==> config.mk <==
export PLATFORM = sky130hd
export DESIGN_NAME = gbcd_front
export DESIGN_NICKNAME = d
export VERILOG_FILES = /design/src/rtl/core/gbcd_pkg.sv /design/src/rtl/core/gbcd_front.sv
export SDC_FILE = /design/constraint.sdc
export NUM_CORES = 1
export LEC_CHECK = 0
export BUFFER_PORTS_ARGS = -buffer_cell sky130_fd_sc_hd__buf_2
export CAP_MARGIN = 5
export CORE_MARGIN = 2
export CORE_UTILIZATION = 40
export CTS_CLUSTER_SIZE = 10
export DETAILED_ROUTE_END_ITERATION = 16
export GPL_TIMING_DRIVEN = 0
export PLACE_DENSITY = 0.67
export REMOVE_ABC_BUFFERS = 1
export SLEW_MARGIN = 40
export SYNTH_ARGS = -nofsm -noshare
export SYNTH_HDL_FRONTEND = slang
export SYNTH_SLANG_ARGS = --single-unit
export TNS_END_PERCENT = 20
==> constraint.sdc <==
create_clock -name clock -period 2.5 [get_ports clock]
set_input_delay 0.25 -clock clock [delete_from_list [all_inputs] [get_ports clock]]
set_output_delay 0.25 -clock clock [all_outputs]
set_load 0.005 [all_outputs]
==> src/rtl/core/gbcd_pkg.sv <==
// ----------------------------------------------------------------------------
// Gyro bias calibration package
// Shared widths, item and handshake types, register indexes and the scale
// factor table for the gyro bias calibration unit.
// ----------------------------------------------------------------------------
`default_nettype none

package gbcd_pkg;

   // Sample and accumulator widths
   localparam int SampleBits   = 16;
   localparam int AxisCount    = 3;
   localparam int AxisBits     = 2;
   localparam int SumBits      = 24;
   localparam int SqBits       = 2 * SampleBits - 1;
   localparam int SqSumBits    = 39;
   localparam int CountBits    = 8;
   // A run that closes on more samples than the count (count lowered
   // mid-run) pushes offset and noise past the sample range.
   localparam int OffsetBits   = SumBits;
   localparam int NoiseBits    = 19;

   // Configuration registers
   localparam int ScaleBits     = 2;
   localparam int ThrBits       = 8;
   localparam int CsrIndexBits  = 2;
   localparam int CsrDataBits   = 8;
   localparam int MaxCalSamples = 255;
   localparam int CalSamplesRst = 50;

   localparam logic [CsrIndexBits-1:0] CsrGyroScale  = 2'd0;
   localparam logic [CsrIndexBits-1:0] CsrCalSamples = 2'd1;
   localparam logic [CsrIndexBits-1:0] CsrThreshold  = 2'd2;

   // Rate datapath
   localparam int DevBits     = OffsetBits + 1;
   localparam int FactorBits  = 20;
   localparam int ProdBits    = DevBits + FactorBits;
   localparam int RndShift    = 16;
   localparam int RndBits     = ProdBits + 1 - RndShift;
   localparam int ThrProdBits = NoiseBits + ThrBits;
   localparam int RateBits    = 21;

   localparam logic signed [RateBits-1:0] RateMax = RateBits'(2 ** (RateBits - 1) - 1);
   localparam logic signed [RateBits-1:0] RateMin = RateBits'(2 ** (RateBits - 1));

   // Closing-run arithmetic
   localparam int DivBits     = 48;
   localparam int DivisorBits = 16;
   localparam int RadBits     = 38;
   localparam int RootBits    = 19;

   // Queue between front and back
   localparam int QueueDepth = 2;

   typedef logic signed [SampleBits-1:0] sample_type;

   typedef enum logic {
      KIND_MEASURE = 1'b0,
      KIND_CAL     = 1'b1
   } kind_type;

   typedef struct packed {
      kind_type                             kind;
      logic [AxisCount-1:0][SampleBits-1:0] raw;
   } entry_type;

   typedef struct packed {
      logic      valid;
      entry_type entry;
   } queue_head_type;

   typedef struct packed {
      logic [ScaleBits-1:0] gyro_scale;
      logic [CountBits-1:0] cal_samples;
      logic [ThrBits-1:0]   threshold_multiple;
   } cfg_type;

   typedef struct packed {
      logic                   div_go;
      logic                   root_go;
      logic [DivBits-1:0]     dividend;
      logic [DivisorBits-1:0] divisor;
      logic [RadBits-1:0]     radicand;
   } solve_req_type;

   typedef struct packed {
      logic                busy;
      logic                done;
      logic [DivBits-1:0]  quotient;
      logic [RootBits-1:0] root;
   } solve_rsp_type;

   // Q16 factor, 1/256 dps per digit, by full-scale code
   function automatic logic [FactorBits-1:0] scale_factor(input logic [ScaleBits-1:0] sel);
      logic [FactorBits-1:0] k;
      case (sel)
         2'd0:    k = FactorBits'(128060);
         2'd1:    k = FactorBits'(256138);
         2'd2:    k = FactorBits'(511487);
         2'd3:    k = FactorBits'(1022991);
         default: k = FactorBits'(128060);
      endcase
      return k;
   endfunction

endpackage

`default_nettype wire

==> src/rtl/core/gbcd_front.sv <==
// ----------------------------------------------------------------------------
// Gyro bias calibration front end
// Accepts sample beats, classifies them as measure or calibration items and
// holds them in a short queue for the back end.
// ----------------------------------------------------------------------------
`default_nettype none

module gbcd_front (
   input  logic                     clock,
   input  logic                     reset,
   input  logic                     push,
   output logic                     full,
   input  logic                     op,
   input  gbcd_pkg::sample_type     raw_x,
   input  gbcd_pkg::sample_type     raw_y,
   input  gbcd_pkg::sample_type     raw_z,
   input  logic                     head_pop,
   output gbcd_pkg::queue_head_type head
);
   import gbcd_pkg::*;

   localparam int PtrBits   = (QueueDepth > 1) ? $clog2(QueueDepth) : 1;
   localparam int LevelBits = $clog2(QueueDepth + 1);

   entry_type             slot_ff [QueueDepth];
   entry_type             entry_in;
   logic [PtrBits-1:0]    wr_ptr_ff, wr_ptr_in;
   logic [PtrBits-1:0]    rd_ptr_ff, rd_ptr_in;
   logic [LevelBits-1:0]  level_ff, level_in;
   logic                  push_ok;
   logic                  pop_ok;

   // Classify the beat
   always_comb begin
      entry_in.kind   = op ? KIND_CAL : KIND_MEASURE;
      entry_in.raw[0] = raw_x;
      entry_in.raw[1] = raw_y;
      entry_in.raw[2] = raw_z;
   end

   assign full       = (level_ff == LevelBits'(QueueDepth));
   assign push_ok    = push && !full;
   assign head.valid = (level_ff != '0);
   assign head.entry = slot_ff[rd_ptr_ff];
   assign pop_ok     = head_pop && head.valid;

   always_comb begin
      wr_ptr_in = wr_ptr_ff;
      rd_ptr_in = rd_ptr_ff;
      level_in  = level_ff;
      if (push_ok) begin
         wr_ptr_in = (wr_ptr_ff == PtrBits'(QueueDepth - 1)) ? '0 : wr_ptr_ff + PtrBits'(1);
      end
      if (pop_ok) begin
         rd_ptr_in = (rd_ptr_ff == PtrBits'(QueueDepth - 1)) ? '0 : rd_ptr_ff + PtrBits'(1);
      end
      if (push_ok && !pop_ok) begin
         level_in = level_ff + LevelBits'(1);
      end else if (pop_ok && !push_ok) begin
         level_in = level_ff - LevelBits'(1);
      end
   end

   always_ff @(posedge clock) begin
      if (reset) begin
         wr_ptr_ff <= '0;
         rd_ptr_ff <= '0;
         level_ff  <= '0;
      end else begin
         wr_ptr_ff <= wr_ptr_in;
         rd_ptr_ff <= rd_ptr_in;
         level_ff  <= level_in;
      end
   end

   always_ff @(posedge clock) begin
      if (push_ok) begin
         slot_ff[wr_ptr_ff] <= entry_in;
      end
   end

   a_level_bound: assert property (@(posedge clock) disable iff (reset)
      level_ff <= LevelBits'(QueueDepth))
      else $error("front queue level beyond depth");

endmodule

`default_nettype wire

# After elaboration in Yosys (flattened, before gate mapping)
# Memory sizes are Yosys's and may differ from the RTL's. A register that Yosys moved wholly into a read port is not among the register bits.
# Cells that the tools add are included.
# classes
n_addsub	4
multipliers	0
n_div	0
order_cmp	0
n_eq_ne	1
shift	0
n_mux	9
bitwise	0
n_reduce_logical	9
# ops
cell	count
$mux 1	7
$logic_and 1x1->1	4
$mux 2	2
$reduce_bool 2->1	2
$logic_not 1->1	3
$add 1x1->1 const B	2
$add 2x1->2 const B	1
$eq 2x2->1 const B	1
$sub 2x1->2 const B	1
# word_totals
register_bits	4
latch_bits	0
ramBits	98
rom_bits	0
in_bits	53
wordCells	27
n_memories	1
# mem_list
name	depth	word_bits	read_ports	rd_clocked_by_memory_dff	write_ports	line	source
slot_ff	2	49	1	1	1	gbcd_front.sv:25	entry_type slot_ff [QueueDepth];

# Longest topological paths before layout
# depth
depth_word	7
mapped_depth	6
ltp_nobuf	6

# Worst setup path before layout
# OpenSTA, ideal clock, no wires.
# synth_path
path_kind	register to register
start	reg level_ff[1]
end	mem slot_ff[1][0] (netlist name) (enable)
setup_ps	412
arrival_ps	1787
t_required_ps	2088
setup_slack_ps	301
path_stages_with_launch	4
n_path_buf	0
synth_period_minus_slack_ps	2199
path_cell_list	dfxtp_1 -> nor2b_2 -> nor2_1 -> and2_1
# synth_between
elab_chain_cells	5
# synth_rtl
item	line	source
from (decl)	gbcd_front.sv:29	logic [LevelBits-1:0] level_ff, level_in;
from (signal assigned)	gbcd_front.sv:72	level_ff <= level_in;
$eq 2x2->1	gbcd_front.sv:41	assign full = (level_ff == LevelBits'(QueueDepth));
via full	gbcd_front.sv:12	output logic full,
$logic_not 1->1	gbcd_front.sv:42	assign push_ok = push && !full;
$logic_and 1x1->1	gbcd_front.sv:42	
via push_ok	gbcd_front.sv:30	logic push_ok;
$mux 1	gbcd_front.sv:77	if (push_ok) begin
$mux 1 (not written as such)	gbcd_front.sv:78	slot_ff[wr_ptr_ff] <= entry_in;
to (decl)	gbcd_front.sv:25	
# The timed path passes the listed nets, and every way through them passes these cells.

==> results.tsv <==
stage	metric	value	unit
status	status	finished clean	
setup_path	CP required	2.25	ns
setup_path	crit path buf inv count	2	
sta	Worst Skew	0.00824	ns
yosys	adder-cell share of the synthesized area	0.334	%
yosys	mux cell area share after synthesis	14.7	%
pwr	Internal Power	0.00310	W
pwr	Leak	1.70	nW
yosys	largest family of logic cells by synthesized area	multiplexers	
route	routed vias/inst	4.77	
grt	largest net degree at the start of global routing	38	
layout	antenna cells	0	
yosys	leading area contributor after synthesis	edfxtp_1	
setup_path	cell family with most CP delay	flip-flops	
sta	fin. max-slew vios	0	
pwr	P_sw	0.00111	W
yosys	Gate Count Post-Synth	177	
setup_path	CP Class	register to output port	
pwr	Clk pwr share	21.2	%
sta	total negative setup slack	0	ns
sta	fmax	0.545	GHz
sta	Fin. Hold Viols	0	
sta	RSZ-0062 raised after global routing	false	
pwr	sequential power share	53.6	%
layout	Cell Count, Final, Fillers Out	405	
pwr	Comb pwr share	25.1	%
sta	minimum setup slack in the final design	0.664	ns
clocking	CTS max path bufs	2	
yosys	Seq/Total Area, Yosys	81.2	%
clocking	CTS resizes	0	
worst_hold_path	path category of the worst min-delay check	input pin to register	
grt	Total Routing Usage GR	12.9	%
pwr	Worst VDD drop	0.419	mV
yosys	cell area after synthesis	3750	um^2
yosys	post-synth cell types	16	
sta	Period Utilization, post-route	73.4	%
yosys	count leader, synth	edfxtp_1	
route	post-route ant nets	0	
layout	register area	3050	um^2
yosys	Post-synth EDFFs	98	
layout	layout net count	343	
setup_path	crit start category	register	
yosys	Synth top area share	78.5	%
setup_path	largest stage delay on the critical path	0.47	ns
clocking	Clock Sink Count	103	
placed_design	total placed cells including tap cells	389	
grt	GRT Residual Overflow	0	
setup_path	CP Cell Sequence	buf_12 > mux2_2 > buf_2	
layout	Util after Layout	50.3	%
floorplanning	Die X	101	um
grt	global-route wire length before repair	9.78	mm
route	drt wl/cell	15.5	um
layout	area grow syn2layout	22.8	%
yosys	most instantiated cells after synthesis	98 x edfxtp_1, 49 x mux2_2, 5 x dfxtp_1	
floorplanning	Row Count	35	
setup_path	CP Capture Type	output port	
yosys	Compound-Gate Fraction of Synth Area	0.668	%
yosys	async set-reset flop share out of synthesis	0	%
sta	Slew headroom	77.5	%
clocking	Root Driver	clkbuf_8	
floorplanning	die area	10200	um^2
floorplanning	io pins	104	
clocking	TritonCTS Buffers	9	
yosys	area share of and/or/nand/nor cells after synthesis	1.30	%
yosys	XOR/XNOR Fraction of Synth Area	0.701	%
route	TritonRoute pass-1 iters	4	
setup_path	CP max stage cell	dfxtp_4	
placed_design	DP HPWL	4.07	mm
grt	initial antenna violation count	0	
placed_design	worst slack, placed	0.747	ns
placed_design	Port Buf Inserts	103	
yosys	main area contributors after synthesis	edfxtp_1 79%, mux2_2 15%, dfxtp_1 2.7%, xor2_1 0.70%, buf_2 0.40%	
layout	area of the multi-input gates	667	um^2
placed_design	routability cong.	0.650	
clocking	clk slew on worst S/H paths	0.09	ns
yosys	synth warn	0	
sta	worst slew pin tran	0.334	ns
grt	vias in the first global route	1972	
layout	fillers	804	
clocking	clock latency on the worst-skew pair	0.35	ns
route	Detailed Route WL	6.29	mm
pwr	Sw Ratio	26.4	%
yosys	ys flop type	edfxtp_1	
floorplanning	CORE AREA	9150	um^2
route	DRC viols	0	
yosys	Yosys reg bits	103	
clocking	CTS Hold Bufs	0	
yosys	post-synthesis area per instance	21.2	um^2
floorplanning	Initial Util	41.0	%
sta	final setup fails	0	
clocking	CTS tree	built	
clocking	H-tree levels	3	
layout	layout cell share with drive strength beyond 1	58.8	%
setup_path	CP Data Arrival Time	1.59	ns
flow_run	max-cap violation count	0	
route	1st-iter DRT viols	53	
pwr	Cell Pwr Density	915	nW/um^2
setup_path	crit-path max FO	37	
route	via count	1930	
floorplanning	die height	101	um
clocking	Post-CTS Setup Inserts	0	
sta	Final Critical Period	1.84	ns
-- logic make-up (layout without fill, tap and decap cells) --
family | after synthesis | count (layout)
AND/OR/NAND/NOR | 9 | 9
buffers and inverters | 7 | 124
XOR/XNOR | 3 | 3
multiplexers | 49 | 49
AO/OA/AOI/OAI | 5 | 5
flip-flops | 103 | 103
adder cells (fa/ha/maj) | 1 | 1
-- area by class of cell --
cell class / count / area share, %
timing repair buffer: 106 / 12.5
sequential: 103 / 66.2
clock buffer: 11 / 2.85
multi-input combinational: 67 / 14.5
inverter: 2 / 0.217
tap: 111 / 3.02
clock inverter: 5 / 0.761
-- power by group through the flow --
stage | Sequential (W) | Clock [W] | Combinational, W
finish | 0.00226 | 0.000894 | 0.00106
CTS | 0.00226 | 0.000934 | 0.00109
detailed placement | 0.00230 | 0 | 0.00109
global placement | 0.00239 | 0 | 0.000945
global route | 0.00229 | 0.000991 | 0.00118
floorplan | 0.00233 | 0 | 0.000555
-- layer usage --
metal | track usage [%] | part of all wire [%]
met5 | 0 | 0
met4 | 5.69 | 1.6
met3 | 4.44 | 7.1
met2 | 22.0 | 51
met1 | 14.6 | 40
-- flip-flops by register name, summed over array words and instances, names as in the netlist, named ones only --
signal     flops
level_ff       2
rd_ptr_ff      1
slot_ff       98
wr_ptr_ff      1
-- cell usage in the layout (no fill, tap or decap) --
cell type   Yosys  routed
clkbuf_8        0       9
clkinvlp_4      0       3
clkbuf_1        0       2
dfxtp_4         0       1
xor2_1          3       3
dfxtp_1         5       4
buf_2           3     103
or2_2           1       1
clkinv_1        0       1
nor2_1          4       4
a21oi_1         2       2
inv_4           0       1
or3_1           2       2
ha_1            1       1
mux2_2         49      49
nor2b_2         1       1
edfxtp_1       98      98
buf_12          0       3
inv_1           2       1
and2_4          0       1
clkinv_4        0       1
o21ai_0         3       3
-- final timing paths --
path                                   from  slack [ns]  depth (start not counted)              to
worst max-delay path               register        0.66                          3        head[37]
worst min-delay path              raw_y[14]        0.08                          1  slot_ff[0][30]
worst max register to register  level_ff[0]        0.77                          4  slot_ff[0][17]
worst min register to register    wr_ptr_ff        0.51                          2       wr_ptr_ff
-- through the flow --
| step | area [um^2] | total power (W) | hold slack, ns |
|---|---|---|---|
| 4_1_cts | 4600 | 0.00429 | 0.0579 |
| 2_1_floorplan | 3710 | 0.00289 | 0.319 |
| 6_report | 4600 | 0.00421 | 0.0803 |
| 3_3_place_gp | 4370 | 0.00334 | 0.437 |
| 3_5_place_dp | 4440 | 0.00339 | 0.441 |
| 5_1_grt | 4600 | 0.00446 | 0.0526 |
Power figures use the tool's default switching activity.
