`src/rtl/core/gbcd_pkg.sv`:
```
// ----------------------------------------------------------------------------
// Gyro bias calibration package
// Shared widths, item and handshake types, register indexes and the scale
// factor table for the gyro bias calibration unit.
// ----------------------------------------------------------------------------
`default_nettype none

package gbcd_pkg;

   // Sample and accumulator widths
   localparam int SampleBits   = 16;
   localparam int AxisCount    = 3;
   localparam int AxisBits     = 2;
   localparam int SumBits      = 24;
   localparam int SqBits       = 2 * SampleBits - 1;
   localparam int SqSumBits    = 39;
   localparam int CountBits    = 8;
   // A run that closes on more samples than the count (count lowered
   // mid-run) pushes offset and noise past the sample range.
   localparam int OffsetBits   = SumBits;
   localparam int NoiseBits    = 19;

   // Configuration registers
   localparam int ScaleBits     = 2;
   localparam int ThrBits       = 8;
   localparam int CsrIndexBits  = 2;
   localparam int CsrDataBits   = 8;
   localparam int MaxCalSamples = 255;
   localparam int CalSamplesRst = 50;

   localparam logic [CsrIndexBits-1:0] CsrGyroScale  = 2'd0;
   localparam logic [CsrIndexBits-1:0] CsrCalSamples = 2'd1;
   localparam logic [CsrIndexBits-1:0] CsrThreshold  = 2'd2;

   // Rate datapath
   localparam int DevBits     = OffsetBits + 1;
   localparam int FactorBits  = 20;
   localparam int ProdBits    = DevBits + FactorBits;
   localparam int RndShift    = 16;
   localparam int RndBits     = ProdBits + 1 - RndShift;
   localparam int ThrProdBits = NoiseBits + ThrBits;
   localparam int RateBits    = 21;

   localparam logic signed [RateBits-1:0] RateMax = RateBits'(2 ** (RateBits - 1) - 1);
   localparam logic signed [RateBits-1:0] RateMin = RateBits'(2 ** (RateBits - 1));

   // Closing-run arithmetic
   localparam int DivBits     = 48;
   localparam int DivisorBits = 16;
   localparam int RadBits     = 38;
   localparam int RootBits    = 19;

   // Queue between front and back
   localparam int QueueDepth = 2;

   typedef logic signed [SampleBits-1:0] sample_type;

   typedef enum logic {
      KIND_MEASURE = 1'b0,
      KIND_CAL     = 1'b1
   } kind_type;

   typedef struct packed {
      kind_type                             kind;
      logic [AxisCount-1:0][SampleBits-1:0] raw;
   } entry_type;

   typedef struct packed {
      logic      valid;
      entry_type entry;
   } queue_head_type;

   typedef struct packed {
      logic [ScaleBits-1:0] gyro_scale;
      logic [CountBits-1:0] cal_samples;
      logic [ThrBits-1:0]   threshold_multiple;
   } cfg_type;

   typedef struct packed {
      logic                   div_go;
      logic                   root_go;
      logic [DivBits-1:0]     dividend;
      logic [DivisorBits-1:0] divisor;
      logic [RadBits-1:0]     radicand;
   } solve_req_type;

   typedef struct packed {
      logic                busy;
      logic                done;
      logic [DivBits-1:0]  quotient;
      logic [RootBits-1:0] root;
   } solve_rsp_type;

   // Q16 factor, 1/256 dps per digit, by full-scale code
   function automatic logic [FactorBits-1:0] scale_factor(input logic [ScaleBits-1:0] sel);
      logic [FactorBits-1:0] k;
      case (sel)
         2'd0:    k = FactorBits'(128060);
         2'd1:    k = FactorBits'(256138);
         2'd2:    k = FactorBits'(511487);
         2'd3:    k = FactorBits'(1022991);
         default: k = FactorBits'(128060);
      endcase
      return k;
   endfunction

endpackage

`default_nettype wire

```
`src/rtl/core/gbcd_solve.sv`:
```
// ----------------------------------------------------------------------------
// Gyro bias calibration solver
// Shared multi-cycle unit: restoring divider, one quotient bit per cycle, and
// digit-by-digit integer square root, one root bit per cycle.
// ----------------------------------------------------------------------------
`default_nettype none

module gbcd_solve (
   input  logic                    clock,
   input  logic                    reset,
   input  gbcd_pkg::solve_req_type req,
   output gbcd_pkg::solve_rsp_type rsp
);
   import gbcd_pkg::*;

   localparam int StepBits    = $clog2(DivBits);
   localparam int RootRemBits = RootBits + 2;
   localparam int RootShBits  = RootBits + 4;

   typedef enum logic [1:0] {
      MODE_DIV  = 2'b01,
      MODE_ROOT = 2'b10
   } solve_mode_type;

   solve_mode_type           mode_ff;
   logic                     busy_ff;
   logic                     done_ff;
   logic [StepBits-1:0]      step_ff;
   logic [DivBits-1:0]       quo_ff, quo_in;
   logic [DivisorBits-1:0]   rem_ff, rem_in;
   logic [DivisorBits-1:0]   divisor_ff;
   logic [RadBits-1:0]       rad_ff, rad_in;
   logic [RootBits-1:0]      root_ff, root_in;
   logic [RootRemBits-1:0]   rrem_ff, rrem_in;
   logic [DivisorBits:0]     shifted;
   logic [DivisorBits:0]     diff;
   logic                     ge;
   logic [RootShBits-1:0]    rshift;
   logic [RootShBits-1:0]    trial;
   logic [RootShBits-1:0]    rdiff;
   logic                     rge;
   logic                     last_step;

   // Divider step: shift one numerator bit in, subtract if it fits
   always_comb begin
      shifted = {rem_ff, quo_ff[DivBits-1]};
      diff    = shifted - {1'b0, divisor_ff};
      ge      = (shifted >= {1'b0, divisor_ff});
      rem_in  = ge ? diff[DivisorBits-1:0] : shifted[DivisorBits-1:0];
      quo_in  = {quo_ff[DivBits-2:0], ge};
   end

   // Root step: bring down two radicand bits, try root*4+1
   always_comb begin
      rshift  = {rrem_ff, rad_ff[RadBits-1 -: 2]};
      trial   = RootShBits'({root_ff, 2'b01});
      rdiff   = rshift - trial;
      rge     = (rshift >= trial);
      rrem_in = rge ? rdiff[RootRemBits-1:0] : rshift[RootRemBits-1:0];
      root_in = {root_ff[RootBits-2:0], rge};
      rad_in  = {rad_ff[RadBits-3:0], 2'b00};
   end

   always_comb begin
      case (mode_ff)
         MODE_DIV:  last_step = (step_ff == StepBits'(DivBits - 1));
         MODE_ROOT: last_step = (step_ff == StepBits'(RootBits - 1));
         default:   last_step = 1'b1;
      endcase
   end

   always_ff @(posedge clock) begin
      if (reset) begin
         busy_ff <= 1'b0;
         done_ff <= 1'b0;
      end else begin
         done_ff <= busy_ff && last_step;
         if (req.div_go || req.root_go) begin
            busy_ff <= 1'b1;
         end else if (busy_ff && last_step) begin
            busy_ff <= 1'b0;
         end
      end
   end

   always_ff @(posedge clock) begin
      if (req.div_go) begin
         mode_ff    <= MODE_DIV;
         step_ff    <= '0;
         quo_ff     <= req.dividend;
         rem_ff     <= '0;
         divisor_ff <= req.divisor;
      end else if (req.root_go) begin
         mode_ff <= MODE_ROOT;
         step_ff <= '0;
         rad_ff  <= req.radicand;
         root_ff <= '0;
         rrem_ff <= '0;
      end else if (busy_ff) begin
         case (mode_ff)
            MODE_DIV: begin
               step_ff <= step_ff + StepBits'(1);
               quo_ff  <= quo_in;
               rem_ff  <= rem_in;
            end
            MODE_ROOT: begin
               step_ff <= step_ff + StepBits'(1);
               rad_ff  <= rad_in;
               root_ff <= root_in;
               rrem_ff <= rrem_in;
            end
            default: begin
               step_ff <= '0;
            end
         endcase
      end
   end

   assign rsp.busy     = busy_ff;
   assign rsp.done     = done_ff;
   assign rsp.quotient = quo_ff;
   assign rsp.root     = root_ff;

   a_no_go_busy: assert property (@(posedge clock) disable iff (reset)
      (req.div_go || req.root_go) |-> !busy_ff)
      else $error("solver started while busy");

endmodule

`default_nettype wire

```
`config.mk`:
```
export PLATFORM = sky130hd
export DESIGN_NAME = gbcd_solve
export DESIGN_NICKNAME = d
export VERILOG_FILES = /design/src/rtl/core/gbcd_pkg.sv /design/src/rtl/core/gbcd_solve.sv
export SDC_FILE = /design/constraint.sdc
export NUM_CORES = 1
export LEC_CHECK = 0
export BUFFER_PORTS_ARGS = -buffer_cell sky130_fd_sc_hd__buf_2
export CORE_AREA = 2 2 162 164
export CTS_BUF_LIST = sky130_fd_sc_hd__clkbuf_8
export DETAILED_ROUTE_END_ITERATION = 10
export DIE_AREA = 0 0 164 166
export PLACE_DENSITY = 0.5
export SKIP_CTS_REPAIR_TIMING = 1
export SYNTH_ARGS = -nofsm -noshare
export SYNTH_HDL_FRONTEND = slang
export SYNTH_SLANG_ARGS = --single-unit
```
`constraint.sdc`:
```
create_clock -name clock -period 6.98 [get_ports clock]
set_input_delay 1.396 -clock clock [delete_from_list [all_inputs] [get_ports clock]]
set_output_delay 1.396 -clock clock [all_outputs]
set_load 0.005 [all_outputs]
```
; ---- Word level (Yosys, flattened, before mapping)
; Cells that the tools add are included.
[word_totals]
latch_bits = 0
out_inout_bits = 69
mem_bits_rw = 0
word_cells = 51
n_memories = 0
rom_bits = 0
register_bits = 168
inputBits = 106
[classes]
magnitude_cmp = 2
addsub = 3
n_reduce_logical = 12
n_eq_ne = 5
n_bitwise = 2
shifts = 0
multipliers = 0
div = 0
muxes = 17
[ops]
columns = cell, count
row1 = $mux 48, 4
row2 = $mux 38, 3
row3 = $mux 21, 3
row4 = $mux 19, 2
row5 = $ge 23x21->1, 1
row6 = $sub 21x21->21, 1
row7 = $ge 17x16->1, 1
row8 = $mux 16, 1
row9 = $sub 16x16->16, 1
row10 = $reduce_bool 2->1, 5
row11 = $reduce_and 3->1, 3
row12 = $add 6x1->6 const B, 1
row13 = $eq 6x5->1 const B, 1
row14 = $eq 6x6->1 const B, 1
row15 = $mux 6, 1
row16 = $reduce_or 2->1, 2
row17 = $eq 2x1->1 const B, 1
row18 = $eq 2x2->1 const B, 1
row19 = $mux 1, 2
row20 = $ne 2x1->1 const B, 1
row21 = $not 1->1, 2
row22 = $pmux 1 s2, 1
row23 = $logic_and 1x1->1, 1
row24 = $logic_or 1x1->1, 1

; ---- Depth between registers and ports, before layout
[logic_depth]
depth_word = 5
depth_mapped = 12
mapped_depth_nobuf = 11

; ---- Worst setup path before layout
; Ideal clock, no wire load.
[synth_timing]
path_kind = in2reg
startpoint = input req[102] in the netlist's numbering
endpoint = register rad_ff[0], enable pin
setup_slack_ns = 1.172
stages = 4
t_arrival_ns = 5.293
path_buffers = 2
path_cell_list = clkbuf_1 clkbuf_1 a21oi_1 nor2_1
[synth_via]
elab_chain_cells = 2
word_cells_on_any_way = 3
[synth_lines]
columns = item, line_no
row1 = from (decl), gbcd_solve.sv:11  ; input gbcd_pkg::solve_req_type req,
row2 = $reduce_bool 2->1 (no line), -
row3 = $reduce_and 3->1 (no line) *, -
row4 = to (signal assigned), gbcd_solve.sv:96  ; rad_ff <= req.radicand;
row5 = to (signal assigned), gbcd_solve.sv:108  ; rad_ff <= rad_in;
row6 = to (decl), gbcd_solve.sv:32  ; logic [RadBits-1:0] rad_ff, rad_in;
; Mark *: on every way between the ends. The rest lies on a longest branch, timed or not.
; A chain may end at the register's enable or synchronous reset.

; ---- Worst setup path in the final report
[layout_timing]
startpoint = register root_ff[1]
endpoint = register rrem_ff[3], data pin
[layout_via]
elab_chain_cells = 4
word_cells_on_any_way = 5
[layout_lines]
columns = item, line_no
row1 = from (decl), gbcd_solve.sv:33  ; logic [RootBits-1:0] root_ff, root_in;
row2 = from (signal assigned), gbcd_solve.sv:109  ; root_ff <= root_in;
row3 = $sub 21x21->21 / $ge 23x21->1 (equally long branches), "gbcd_solve.sv:57, gbcd_solve.sv:58"
row4 = $mux 21 *, gbcd_solve.sv:59  ; rrem_in = rge ? rdiff[RootRemBits-1:0] : rshift[RootRemBits-1:0];
row5 = $mux 21 *, gbcd_solve.sv:100  ; case (mode_ff)
row6 = $mux 21 *, gbcd_solve.sv:99  ; end else if (busy_ff) begin
row7 = to (signal assigned), gbcd_solve.sv:110  ; rrem_ff <= rrem_in;
row8 = to (decl), gbcd_solve.sv:34  ; logic [RootRemBits-1:0] rrem_ff, rrem_in;
; Mark *: on every way between the ends. The rest lies on a longest branch, timed or not. The select of a mux whose other input is x is not followed.

==> results.md <==
- CTS Buf Count: 17
- Yosys top cell area share: 0.486
- Synth Register Bits: 168
- Crit-path max FO: 26
- P_leak: 4.33 nW
- CTS sink cnt: 168
- Antenna violations before repair: 0
- Main area contributors after synthesis: edfxtp_1 49%, mux2_2 11%, dfxtp_1 5.9%
- First-pass DRT Iterations: 4
- Worst setup margin: 3490 ps
- Average wire per standard cell: 15.5 um
- RSZ-0062 raised after global routing: no
- Pwr/cell area: 221 nW/um^2
- Remaining antenna violation count: 0
- 1st-iter DRT viols: 291
- Setup violations, final: 0
- Vias in the first global route: 5931
- Area grow syn2layout: 18.3%
- Status: complete, no violations
- Global-route wire length before repair: 30700 um
- CTS tree: yes
- Yosys cell types: 60
- Slew Limit Fails: 0
- Rel. slew slack: 0.217
- Critical path arrival: 3670 ps
- Core ar.: 25600 sq um
- # DRC: 0
- Root Driver: clkbuf_8
- Die area: 27200 sq um
- Final #Nets: 1039
- Vias post-DR: 5991
- Post-route setup TNS: 0 ps
- Worst hold path class: register to register
- GRT Util Overall: 0.142
- Number of synthesized flops with an enable pin: 142
- Yosys warns: 0
- Top FF cell, synth: edfxtp_1
- Max Root-Sink Buffers: 2
- Post-synth ARST share: 0
- Die Width: 164 um
- Die Ht: 166 um
- Clk_skew: 25.2 ps
- Post-synthesis cell count: 722
- Final hold violations: 0
- Worst Tran Pin Value: 1170 ps
- Routed vias/inst: 4.83
- Initial Util: 0.343
- Worst-skew pair later-pin latency: 460 ps
- Post-synthesis sequential area ratio: 0.545
- Final antenna diode count: 0
- CTS H-tree lvls: 4
- Overall Power: 0.00230 W
- Fin crit share: 0.501
- Share of layout cells above drive strength 1: 0.341
- Max Cap Violations: 0
- Worst Path Required: 7160 ps
- Fillcell total: 2506
- Critical Path End Type: register
- Minimum clock period: 3490 ps
- Post-Syn Nets: 869
- Fmax: 286 MHz
- # IOs: 175
- Hpwl dp: 13800 um
- Peak supply drop: 0.0000977 V
- Mapped Avg Cell Area: 12.2 sq um
- Place WS: 3460 ps
- Site Rows: 59
- Final Wtd Congestion: 0.816
- Crit path launch type: register
- GR Overflow Total: 0
- Clk slew on worst S/H paths: 110 ps
- Largest net degree at the start of global routing: 79
- Synthesized area: 8780 sq um
- I/O Buffers: 174
- Total detailed-routing wirelength: 19200 um
- Post-synth top area cell: edfxtp_1
- Kind of critical path: register to register
- Core Util, Final: 0.406
==> synth_stat cells, types with 2 or more instances <==
master and instances:
buf_1 2, o31ai_1 2, o2bb2a_1 3, a31oi_1 6
mux2_2 85, o21a_1 5, edfxtp_1 142, nor3_1 10
nand3b_1 2, clkbuf_1 19, buf_2 2, nor2b_1 5
a21boi_0 2, a21oi_1 26, nand4_1 7, dfxtp_1 26
xnor2_1 19, or2_2 2, and2_1 7, nor2_1 62
ha_1 40, xor2_1 12, o21ai_0 25, or3_1 3
a211oi_2 4, inv_1 48, a211oi_1 5, nand3_1 10
nand2b_1 2, buf_8 2, nor4_1 3, o211ai_1 7
o221ai_1 2, a311oi_1 2, nor3b_1 3, mux2i_1 27
buf_4 2, nand2_1 44, and3_1 6, a211o_1 2
a21o_1 19, a31o_2 2
==> cells in the final DEF (no fill, tap or decap), types with 26 or more instances in the layout <==
master | Yosys | final
inv_1 | 48 | 47
edfxtp_1 | 142 | 142
nand2_1 | 44 | 44
buf_2 | 2 | 174
a21oi_1 | 26 | 26
mux2_2 | 85 | 85
mux2i_1 | 27 | 27
dfxtp_1 | 26 | 26
nor2_1 | 62 | 61
ha_1 | 40 | 40
==> metal layers <==
layer,track usage,vias up,part of all wire
met5,0,-,0
met3,0.0517,12,0.071
met1,0.190,2805,0.46
met4,0.0362,0,0.011
li1,-,3010,-
met2,0.219,164,0.45
==> where the power goes <==
| group | total, W | switching [W] | internal (W) |
|---|---|---|---|
| clock network | 0.000730 | 0.000425 | 0.000305 |
| registers | 0.00120 | 0.0000300 | 0.00117 |
| logic | 0.000369 | 0.000194 | 0.000175 |
==> critical path: stages (launching register included) <==
cell	delay (ps)
edfxtp_1	390
inv_1	70
ha_1	380
nor3_1	90
a211oi_2	360
a21oi_2	130
o211a_1	260
o22a_2	220
a41oi_4	960
mux2i_1	280
nor2_1	70
==> cells by family after synthesis <==
kind of cell | after synthesis | synth area share
and+or+nand+nor | 171 | 0.0904
DFF | 168 | 0.545
adders and majority gates | 41 | 0.0593
AOI/OAI and AO/OA | 124 | 0.0989
muxes | 112 | 0.140
buffers and inverters | 75 | 0.0358
xor gates and xnor gates | 31 | 0.0309
==> final timing paths <==
check / endpoint / slack (ps) / startpoint / depth (start not counted)
min reg2reg: rem_ff[2]$_SDFFE_PP0P_ / 500 / rem_ff[2]$_SDFFE_PP0P_ / 2
max reg2reg: rrem_ff[3]$_SDFFCE_PP0P_ / 3490 / root_ff[1]$_SDFFCE_PP0P_ / 10
min: rem_ff[2]$_SDFFE_PP0P_ / 500 / rem_ff[2]$_SDFFE_PP0P_ / 2
max: rrem_ff[3]$_SDFFCE_PP0P_ / 3490 / root_ff[1]$_SDFFCE_PP0P_ / 10
==> metrics by stage <==
stage | area, sq um | cells | hold WS, ps
global placement | 9970 | 1208 | 473
CTS | 10400 | 1240 | 501
detailed placement | 9970 | 1208 | 478
global route | 10400 | 1240 | 508
finish | 10400 | 1240 | 496
floorplan | 8780 | 722 | 434
==> flip-flops by register name, indices dropped and copies added, names as in the netlist <==
register    count
root_ff        19
divisor_ff     16
mode_ff         2
rad_ff         38
busy_ff         1
done_ff         1
rrem_ff        21
step_ff         6
quo_ff         48
rem_ff         16
==> final cells by class <==
class | instances | area [sq um] | area share
clock inverters | 15 | 180 | 0.0173
well taps | 335 | 419 | 0.0404
repair buffers | 178 | 901 | 0.0867
clock buffers | 17 | 234 | 0.0225
multi-input cells | 479 | 3690 | 0.355
inverters | 48 | 180 | 0.0173
flip-flops and latches | 168 | 4780 | 0.461
No activity file was read; power rests on OpenSTA's default activity.
